**config.mk**
```make
export PLATFORM = sky130hd
export DESIGN_NAME = encoder_period_speed_meter_core
export DESIGN_NICKNAME = d
export VERILOG_FILES = /design/src/design/epsm_pkg.sv /design/src/design/epsm_div.sv /design/src/design/encoder_period_speed_meter_core.sv
export SDC_FILE = /design/constraint.sdc
export NUM_CORES = 2
export LEC_CHECK = 0
export BUFFER_PORTS_ARGS = -buffer_cell sky130_fd_sc_hd__buf_4
export CORE_MARGIN = 1.5
export CORE_UTILIZATION = 70
export CTS_BUF_LIST = sky130_fd_sc_hd__clkbuf_4
export DETAILED_ROUTE_END_ITERATION = 7
export PLACE_DENSITY = 0.92
export SLEW_MARGIN = 10
export SYNTH_ARGS = -nofsm -noshare
export SYNTH_HDL_FRONTEND = slang
export SYNTH_SLANG_ARGS = --single-unit
```
**constraint.sdc**
```tcl
create_clock -name clk -period 13.4 [get_ports clk]
set_clock_uncertainty 0.1 [all_clocks]
set_input_delay 0.67 -clock clk [delete_from_list [all_inputs] [get_ports clk]]
set_output_delay 0.67 -clock clk [all_outputs]
set_load 0.01 [all_outputs]
```
**src/design/epsm_pkg.sv**
```systemverilog
// Shared constants and types for the encoder period speed meter.
`default_nettype none
package epsm_pkg;
	localparam int CAP_W            = 16;
	localparam int CP_W             = 17;
	localparam int GR_W             = 16;
	localparam int DIR_W            = 2;
	localparam int PER_W            = 19;
	localparam int PMAG_W           = 18;
	localparam int DEN_W            = PMAG_W + GR_W;
	localparam int QUOT_W           = 31;
	localparam int SPEED_W          = 32;
	localparam int COUNT_W          = 32;
	localparam int TOTAL_W          = 33;
	localparam int CFG_IDX_W        = 1;
	localparam int CAPTURE_BITS_DEF = 16;

	localparam logic [QUOT_W-1:0]  SPEED_NUM = 31'd1536000000;
	localparam logic [SPEED_W-1:0] SPEED_SAT = 32'd1536000000;
	localparam logic [CP_W-1:0]    CP_RESET  = 17'd50000;
	localparam logic [GR_W-1:0]    GR_RESET  = 16'd738;

	localparam logic [CFG_IDX_W-1:0] REG_COUNTER_PERIOD = 1'b0;
	localparam logic [CFG_IDX_W-1:0] REG_GEAR_RATIO     = 1'b1;

	localparam logic [DIR_W-1:0] DIR_FWD = 2'd1;
	localparam logic [DIR_W-1:0] DIR_REV = 2'd2;

	typedef struct packed {
		logic              done;
		logic [QUOT_W-1:0] quot;
	} div_res_t;
endpackage
`default_nettype wire

```
**src/design/epsm_div.sv**
```systemverilog
// Restoring divider: constant speed numerator over the period-ratio product, one bit per cycle.
`default_nettype none
module epsm_div import epsm_pkg::*; (
	input  wire logic             clk,
	input  wire logic             arst_n,
	input  wire logic             start,
	input  wire logic [DEN_W-1:0] denom,
	output div_res_t              res
);
	localparam int STEP_W = $clog2(QUOT_W);
	localparam logic [STEP_W-1:0] LAST_STEP = STEP_W'(QUOT_W - 1);

	logic              busy_q;
	logic              done_q;
	logic [STEP_W-1:0] step_q;
	logic [DEN_W-1:0]  den_q;
	logic [DEN_W-1:0]  rem_q;
	logic [QUOT_W-1:0] num_q;
	logic [QUOT_W-1:0] quot_q;
	logic [DEN_W:0]    rem_sh;
	logic [DEN_W+1:0]  diff;
	logic              ge;

	always_comb begin
		rem_sh = {rem_q, num_q[QUOT_W-1]};
		diff   = {1'b0, rem_sh} - {2'b00, den_q};
		ge     = ~diff[DEN_W+1];
	end

	always_ff @(posedge clk or negedge arst_n) begin
		if (!arst_n) begin
			busy_q <= 1'b0;
			done_q <= 1'b0;
			step_q <= '0;
		end else begin
			done_q <= busy_q && !start && (step_q == LAST_STEP);
			if (start) begin
				busy_q <= 1'b1;
				step_q <= '0;
			end else if (busy_q) begin
				step_q <= step_q + 1'b1;
				if (step_q == LAST_STEP)
					busy_q <= 1'b0;
			end
		end
	end

	always_ff @(posedge clk) begin
		if (start) begin
			den_q  <= denom;
			rem_q  <= '0;
			num_q  <= SPEED_NUM;
			quot_q <= '0;
		end else if (busy_q) begin
			rem_q  <= ge ? diff[DEN_W-1:0] : rem_sh[DEN_W-1:0];
			num_q  <= {num_q[QUOT_W-2:0], 1'b0};
			quot_q <= {quot_q[QUOT_W-2:0], ge};
		end
	end

	assign res.done = done_q;
	assign res.quot = quot_q;
endmodule
`default_nettype wire

```
**src/design/encoder_period_speed_meter_core.sv**
```systemverilog
// Top level: two-channel encoder period speed meter with pulse counters.
// A speed that needs a division passes through multiply, load, 31 divider steps, done and
// the output register; a saturated speed or a stopped direction skips the load and divider.
// Input is taken only in the idle state, so a new item waits until the previous result is
// registered for output; a stalled result holds it back.
// Reset: asynchronous, clears captures, counts and the sequencer; registers reload defaults.
`default_nettype none
module encoder_period_speed_meter_core import epsm_pkg::*; #(
	parameter int CAPTURE_BITS = CAPTURE_BITS_DEF
) (
	input  wire logic                 clk,
	input  wire logic                 arst_n,
	input  wire logic                 s_tvalid,
	output      logic                 s_tready,
	input  wire logic [23:0]          s_tdata,  // capture_value[15:0], direction[17:16], zero
	input  wire logic                 s_tuser,  // channel
	output      logic                 m_tvalid,
	input  wire logic                 m_tready,
	output      logic [103:0]         m_tdata,  // speed_q8[31:0], pulse_count[63:32], total_count[96:64], zero
	output      logic                 m_tuser,  // out_channel
	input  wire logic                 cfg_we,
	input  wire logic [CFG_IDX_W-1:0] cfg_index,
	input  wire logic [CP_W-1:0]      cfg_data
);
	localparam int KEEP_BITS = (CAPTURE_BITS < CAP_W) ? CAPTURE_BITS : CAP_W;
	localparam logic [CAP_W-1:0] CAP_MASK = {CAP_W{1'b1}} >> (CAP_W - KEEP_BITS);

	localparam logic [2:0] ST_IDLE = 3'd0;
	localparam logic [2:0] ST_MUL  = 3'd1;
	localparam logic [2:0] ST_LOAD = 3'd2;
	localparam logic [2:0] ST_DIV  = 3'd3;
	localparam logic [2:0] ST_DONE = 3'd4;

	logic [2:0]         state_q;
	logic [CP_W-1:0]    cp_q;
	logic [GR_W-1:0]    gr_q;
	logic [CAP_W-1:0]   last_cap_q [2];
	logic [COUNT_W-1:0] cnt_q [2];

	logic               ch_q;
	logic [DIR_W-1:0]   dir_q;
	logic               sat_q;
	logic [PMAG_W-1:0]  per_q;
	logic [DEN_W-1:0]   den_q;
	logic [QUOT_W-1:0]  mag_q;
	logic [COUNT_W-1:0] pulse_q;
	logic [TOTAL_W-1:0] total_q;

	logic               out_valid_q;
	logic               out_ch_q;
	logic [103:0]       out_data_q;

	logic               accept;
	logic               in_ch;
	logic [CAP_W-1:0]   in_cap;
	logic [DIR_W-1:0]   in_dir;
	logic [CAP_W-1:0]   last;
	logic [PER_W-1:0]   per;
	logic               in_sat;
	logic               active;
	logic               out_free;
	logic [SPEED_W-1:0] mag;
	logic [SPEED_W-1:0] speed;
	logic               div_start;
	div_res_t           div_res;

	assign accept   = s_tvalid && s_tready;
	assign s_tready = (state_q == ST_IDLE);
	assign in_ch    = s_tuser;
	assign in_cap   = s_tdata[15:0] & CAP_MASK;
	assign in_dir   = s_tdata[17:16];
	assign last     = last_cap_q[in_ch];
	assign active   = ((dir_q == DIR_FWD) || (dir_q == DIR_REV)) && !sat_q;
	assign out_free = !out_valid_q || m_tready;
	assign div_start = (state_q == ST_LOAD);

	always_comb begin
		if (in_cap < last)
			per = {3'b000, in_cap} + {2'b00, cp_q} - {3'b000, last};
		else
			per = {3'b000, in_cap} - {3'b000, last};
		in_sat = per[PER_W-1] || (per == '0) || (gr_q == '0);
	end

	always_comb begin
		mag = sat_q ? SPEED_SAT : {1'b0, mag_q};
		if (dir_q == DIR_FWD)
			speed = mag;
		else if (dir_q == DIR_REV)
			speed = -mag;
		else
			speed = '0;
	end

	epsm_div u_div (
		.clk    (clk),
		.arst_n (arst_n),
		.start  (div_start),
		.denom  (den_q),
		.res    (div_res)
	);

	always_ff @(posedge clk or negedge arst_n) begin
		if (!arst_n) begin
			cp_q <= CP_RESET;
			gr_q <= GR_RESET;
		end else if (cfg_we) begin
			unique case (cfg_index)
				REG_COUNTER_PERIOD: cp_q <= cfg_data;
				REG_GEAR_RATIO:     gr_q <= cfg_data[GR_W-1:0];
				default: ;
			endcase
		end
	end

	always_ff @(posedge clk or negedge arst_n) begin
		if (!arst_n) begin
			last_cap_q[0] <= '0;
			last_cap_q[1] <= '0;
			cnt_q[0]      <= '0;
			cnt_q[1]      <= '0;
		end else if (accept) begin
			last_cap_q[in_ch] <= in_cap;
			if (in_dir == DIR_FWD)
				cnt_q[in_ch] <= cnt_q[in_ch] - 1'b1;
			else if (in_dir == DIR_REV)
				cnt_q[in_ch] <= cnt_q[in_ch] + 1'b1;
		end
	end

	always_ff @(posedge clk or negedge arst_n) begin
		if (!arst_n) begin
			state_q     <= ST_IDLE;
			out_valid_q <= 1'b0;
		end else begin
			if ((state_q == ST_DONE) && out_free)
				out_valid_q <= 1'b1;
			else if (m_tready)
				out_valid_q <= 1'b0;
			unique case (state_q)
				ST_IDLE: if (accept) state_q <= ST_MUL;
				ST_MUL:  state_q <= active ? ST_LOAD : ST_DONE;
				ST_LOAD: state_q <= ST_DIV;
				ST_DIV:  if (div_res.done) state_q <= ST_DONE;
				ST_DONE: if (out_free) state_q <= ST_IDLE;
				default: state_q <= ST_IDLE;
			endcase
		end
	end

	always_ff @(posedge clk) begin
		if (accept) begin
			ch_q  <= in_ch;
			dir_q <= in_dir;
			sat_q <= in_sat;
			per_q <= per[PMAG_W-1:0];
		end
		if (state_q == ST_MUL) begin
			den_q   <= per_q * gr_q;
			pulse_q <= cnt_q[ch_q];
			total_q <= {cnt_q[0][COUNT_W-1], cnt_q[0]} + {cnt_q[1][COUNT_W-1], cnt_q[1]};
		end
		if ((state_q == ST_DIV) && div_res.done)
			mag_q <= div_res.quot;
		if ((state_q == ST_DONE) && out_free) begin
			out_ch_q   <= ch_q;
			out_data_q <= {7'b0, total_q, pulse_q, speed};
		end
	end

	assign m_tvalid = out_valid_q;
	assign m_tdata  = out_data_q;
	assign m_tuser  = out_ch_q;
endmodule
`default_nettype wire

```
; Word-level counts from Yosys, hierarchy flattened
; Cells that the tools add are included.
[word_totals]
reg_bits = 505
mem_count = 0
ram_bits = 0
latch_bits = 0
word_cells = 114
rom_bits = 0
[classes]
mul = 1
order_cmp = 4
shifts = 0
div = 0
reduce_logical = 24
n_eq_ne = 12
n_mux = 35
add_sub_neg = 9
bitwise_logic = 4
[ops]
columns = op, n
row1 = $mux W32, 9
row2 = $bwmux W64, 2
row3 = $mux W64, 2
row4 = $mux W16, 4
row5 = $sub A35 B34 Y36, 1
row6 = $mul A18 B16 Y34, 1
row7 = $mux W34, 1
row8 = $add A32 B32 Y33, 1
row9 = $add A32 B1 Y32 const B, 1
row10 = $bwmux W32, 1
row11 = $demux W32 S1, 1
row12 = $neg A31 Y32, 1
row13 = $sub A32 B1 Y32 const B, 1
row14 = $mux W31, 1
row15 = $logic_not A19 Y1, 1
row16 = $mux W19, 1
row17 = $sub A18 B16 Y19, 1
row18 = $add A16 B17 Y18, 1
row19 = $sub A16 B16 Y17, 1
row20 = $demux W16 S1, 1
row21 = $logic_not A16 Y1, 1
row22 = $lt A16 B16 Y1, 1
row23 = $pmux W3 S5, 1
row24 = $mux W3, 4
row25 = other kinds (22), 49

; Depth between registers and ports, before layout
[depth]
word_depth = 9
mapped_depth = 25
ltp_nobuf = 23

; Modules after synthesis
; From an unflattened synthesis, not the netlist that was laid out.
[hier_totals]
cells_unflattened = 3411
hier_area_um2 = 35132.4
[modules_own_cells]
columns = mod, area_per_inst_um2, cells_each, n_inst, seq_area_each_um2
row1 = encoder_period_speed_meter_core, 28747.6, 2752, 1, 10849.2
row2 = epsm_div, 6384.9, 659, 1, 2817.7

; Least setup slack after synthesis
; Ideal clock, no wire load.
[synth_path]
kind = register to register
start = reg gr_q[1]
end = reg den_q[31], data pin
path_slack_ns = 6.498
setup_ns = 0.259
path_stages_with_launch = 23
required_time_ns = 13.041
arrival_ns = 6.543
period_less_slack_ns = 6.902
cell_sequence = dfstp_2 clkbuf_1 clkbuf_1 nand2_1 fa_1 fa_1 fa_1 fa_1 inv_1 fa_1 inv_1 fa_1 inv_1 ha_1 and4_1 o31a_1 a311o_1 a31oi_1 a21oi_1 a211o_1 a31oi_2 nor4b_1 a211o_1
[synth_between]
elab_chain_cells = 1
[synth_lines]
columns = item, line_no
row1 = "start, declared", encoder_period_speed_meter_core.sv:36  ; logic [GR_W-1:0] gr_q;
row2 = "start signal, assigned", encoder_period_speed_meter_core.sv:110  ; REG_GEAR_RATIO: gr_q <= cfg_data[GR_W-1:0];
row3 = $mul A18 B16 Y34, encoder_period_speed_meter_core.sv:159  ; den_q <= per_q * gr_q;
row4 = "end signal, assigned", encoder_period_speed_meter_core.sv:159
row5 = "end, declared", encoder_period_speed_meter_core.sv:44  ; logic [DEN_W-1:0] den_q;
; No other way between the ends.
; A chain may end at the register's enable or synchronous reset.

; Worst setup path in the final report
[layout_path]
start = reg per_q[5]
end = reg den_q[33], data pin
[layout_between]
elab_chain_cells = 1
[layout_lines]
columns = item, line_no
row1 = "start, declared", encoder_period_speed_meter_core.sv:43  ; logic [PMAG_W-1:0] per_q;
row2 = "start signal, assigned", encoder_period_speed_meter_core.sv:156  ; per_q <= per[PMAG_W-1:0];
row3 = $mul A18 B16 Y34, encoder_period_speed_meter_core.sv:159
; No other way between the ends.

==> reports/results.ini <==
[logic_synthesis]
synth_top_area_cell = edfxtp_1
synth_edf_count = 284
yosys_warnings = 0
ys_dominant_reg_cell = edfxtp_1
netlist_area_sq_um = 35500
synthDistinctLibCells = 86
synth_area_leaders = edfxtp_1 (24%), fa_1 (14%), dfrtp_1 (9.1%), ha_1 (7.6%), dfxtp_1 (4.6%)
synthCells = 3486
async_flop_share_pct = 27.7
ys_ff_latch = 505
synth_top_area_share_pct = 24.0
ys_seq_area_share_pct = 38.4
syn_area_per_cell_sq_um = 10.2

[setup_path]
crit_arrival_ps = 8140
critPathKind = reg2reg
cp_max_fo = 16
worstRegToRegCells = 21
cp-start-kind = register
critPathRequiredTime_ps = 13930
crit_path_end_kind = register

[timing]
worst_slack_ps = 5800
final.period_utilization_pct = 56.7
fin_crit_ps = 7600
rsz0062_at_grt = false
finalSetupTns_ps = 0
worst_pin_slew_ps = 1100
hold_viol_final = 0
timing.final.max_slew_violations = 0
holdWs_ps = 96.9
max_slew_margin_pct = 26.0
fmax_ghz = 0.132
setup_viol = 0

[drt]
routedWlPerCell_um = 18.9
vias = 27300
post-route-drc-count = 3
routed_via_density = 6.16
postRouteAntennaNets = 0
drt-total-wl_um = 84000
drtPass1Iterations = 8
drt-initial-drc-count = 2899

[global_route]
grt_overflow = 0
grt_pass1_wl_um = 137000
antenna_found_initial = 1
grt_start_max_net_pins = 95
grt_usage_pct = 32.4
grt_pass1_vias = 27700

[clocking]
cts_buffers = 119
htree_levels = 3
clk_pin_slew_ps = 90
clk_path_buf_depth = 3
clk_latency_ps = 920
root_buffer = clkbuf_4
cts_tree = done
clkSinkCount = 505

[hold_path]
hold_path_class = in2reg
hold_path_depth = 3

[die]
die_y_um = 228
dieWidth_um = 228
die_area_sq_um = 52100
row_count = 82
start_util_pct = 70.9
num_io_pins = 155
coreArea_sq_um = 50200

[place]
numPortBuffers = 141
gp_congestion = 0.939
place_ws_ps = 5950
dp_hpwl_um = 57900

[cells_and_area]
syn_to_final_growth_pct = 9.63
regArea_sq_um = 13700
drive_gt1_share_pct = 13.3
nets = 4169
multiInputGateArea_sq_um = 19700
nFillCells = 2940

[flow_run]
maxCapViolCount = 0

[run_status]
status = finished, violations left
violations = design-rule violations

==> repair_timing <==
action	4_1_cts	5_1_grt
hold buffers	37	0
resized for setup	0	0
buffers inserted	0	0
hold endpoints to repair	121	0
==> registers in the layout, indices dropped and copies added (netlist names), named ones only <==
name / cells
state_q: 3
sat_q: 1
u_div.busy_q: 1
m_tuser: 1
mag_q: 31
u_div.num_q: 16
cnt_q: 62
u_div.step_q: 5
m_tdata: 97
cp_q: 17
ch_q: 1
u_div.quot_q: 31
den_q: 34
total_q: 33
u_div.done_q: 1
u_div.den_q: 34
gr_q: 16
per_q: 18
dir_q: 2
m_tvalid: 1
u_div.rem_q: 34
last_cap_q: 32
pulse_q: 32
==> cell families after synthesis <==
family,after synthesis,share of synthesized area [%]
xor+xnor,126,3.10
buf+inv,576,6.26
mux,215,6.41
fa+ha+maj,458,21.2
compound gates,630,11.1
flops,505,38.4
simple gates,975,13.4
other cells,1,0.0105
==> path summary, 6_finish.rpt <==
kind | startpoint | to | slack (ps)
worst max-delay path | per_q[5] | den_q[33] | 5800
worst min-delay path | m_tready | m_tvalid | 100
worst max register to register | per_q[5] | den_q[33] | 5800
worst min register to register | pulse_q[14] | m_tdata[46] | 310
max in group asynchronous | arst_n | u_div.busy_q | 11420
min in group asynchronous | arst_n | last_cap_q[6] | 220
==> Yosys cell counts (11+ instances only) <==
master	number
inv_1	430
nand2_1	311
edfxtp_1	284
fa_1	241
ha_1	217
nor2_1	215
a21oi_1	175
o21ai_0	159
and2_1	142
dfrtp_1	129
clkbuf_1	117
mux2i_1	115
mux2_2	100
xnor2_1	87
dfxtp_1	81
nor3_1	74
a21o_1	55
nand3_1	40
xor2_1	39
a31oi_1	31
and3_1	28
nand2b_1	28
nor2b_1	26
nand4_1	23
a211oi_1	22
o22ai_1	22
o21a_1	20
o211ai_1	19
o21bai_1	19
nand3b_1	14
or3_1	12
dfstp_2	11
o31ai_1	11
==> layout make-up <==
type | instances | share of cell area [%]
Multi-Input combinational cell | 2411 | 50.6
Sequential cell | 505 | 35.1
Inverter | 431 | 4.15
Timing Repair Buffer | 195 | 4.04
Clock buffer | 181 | 3.49
Tap cell | 672 | 2.16
Clock inverter | 40 | 0.472
Antenna cell | 1 | 0.00642
==> routing by layer <==
metal | vias to the layer above | global-route usage (%) | routed length (um)
li1 | 12400 | - | -
met1 | 13000 | 40.4 | 32200
met2 | 1558 | 54.5 | 40600
met3 | 345 | 6.32 | 7380
met4 | 0 | 15.6 | 3760
met5 | - | 0 | 0
==> per-stage QoR <==
stage               instance area, sq um  utilization (%)  cells
detailed placement                 37000             73.8   4176
CTS                                38900             77.6   4434
global placement                   37000             73.8   4176
finish                             39000             77.7   4436
floorplan                          35600                -   3492
global route                       39000             77.7   4436
==> worst max-delay path, stage by stage (launching register included) <==
cell and delay [ps]:
edfxtp_1 730, and2_1 330, fa_1 530, inv_1 50, fa_1 570, fa_1 450, fa_1 500, inv_1 50
fa_1 530, inv_1 60, fa_1 530, inv_1 40, ha_1 390, and4_1 240, o31a_1 290, a311o_1 360
a31oi_1 370, a21oi_1 190, a211o_1 330, a31oi_2 320, o21ai_0 140, a32o_1 230
==> cell usage in the layout (no fill, tap or decap), types with 31 or more instances in the layout <==
master           n
a31oi_1         31
a21o_1          55
dfrtp_1        128
dfxtp_1         81
o21ai_0        159
nand2_1        311
xnor2_1         87
fa_1           241
inv_1          429
nor3_1          74
dlygate4sd3_1   37
nor2_1         212
and2_1         142
a21oi_1        175
mux2i_1        115
ha_1           217
clkbuf_4       181
buf_4          156
xor2_1          39
mux2_2         100
nand3_1         40
edfxtp_1       284
Power is not shown: default switching activity piles up to over one toggle a cycle in this logic, so the estimate is an artifact.
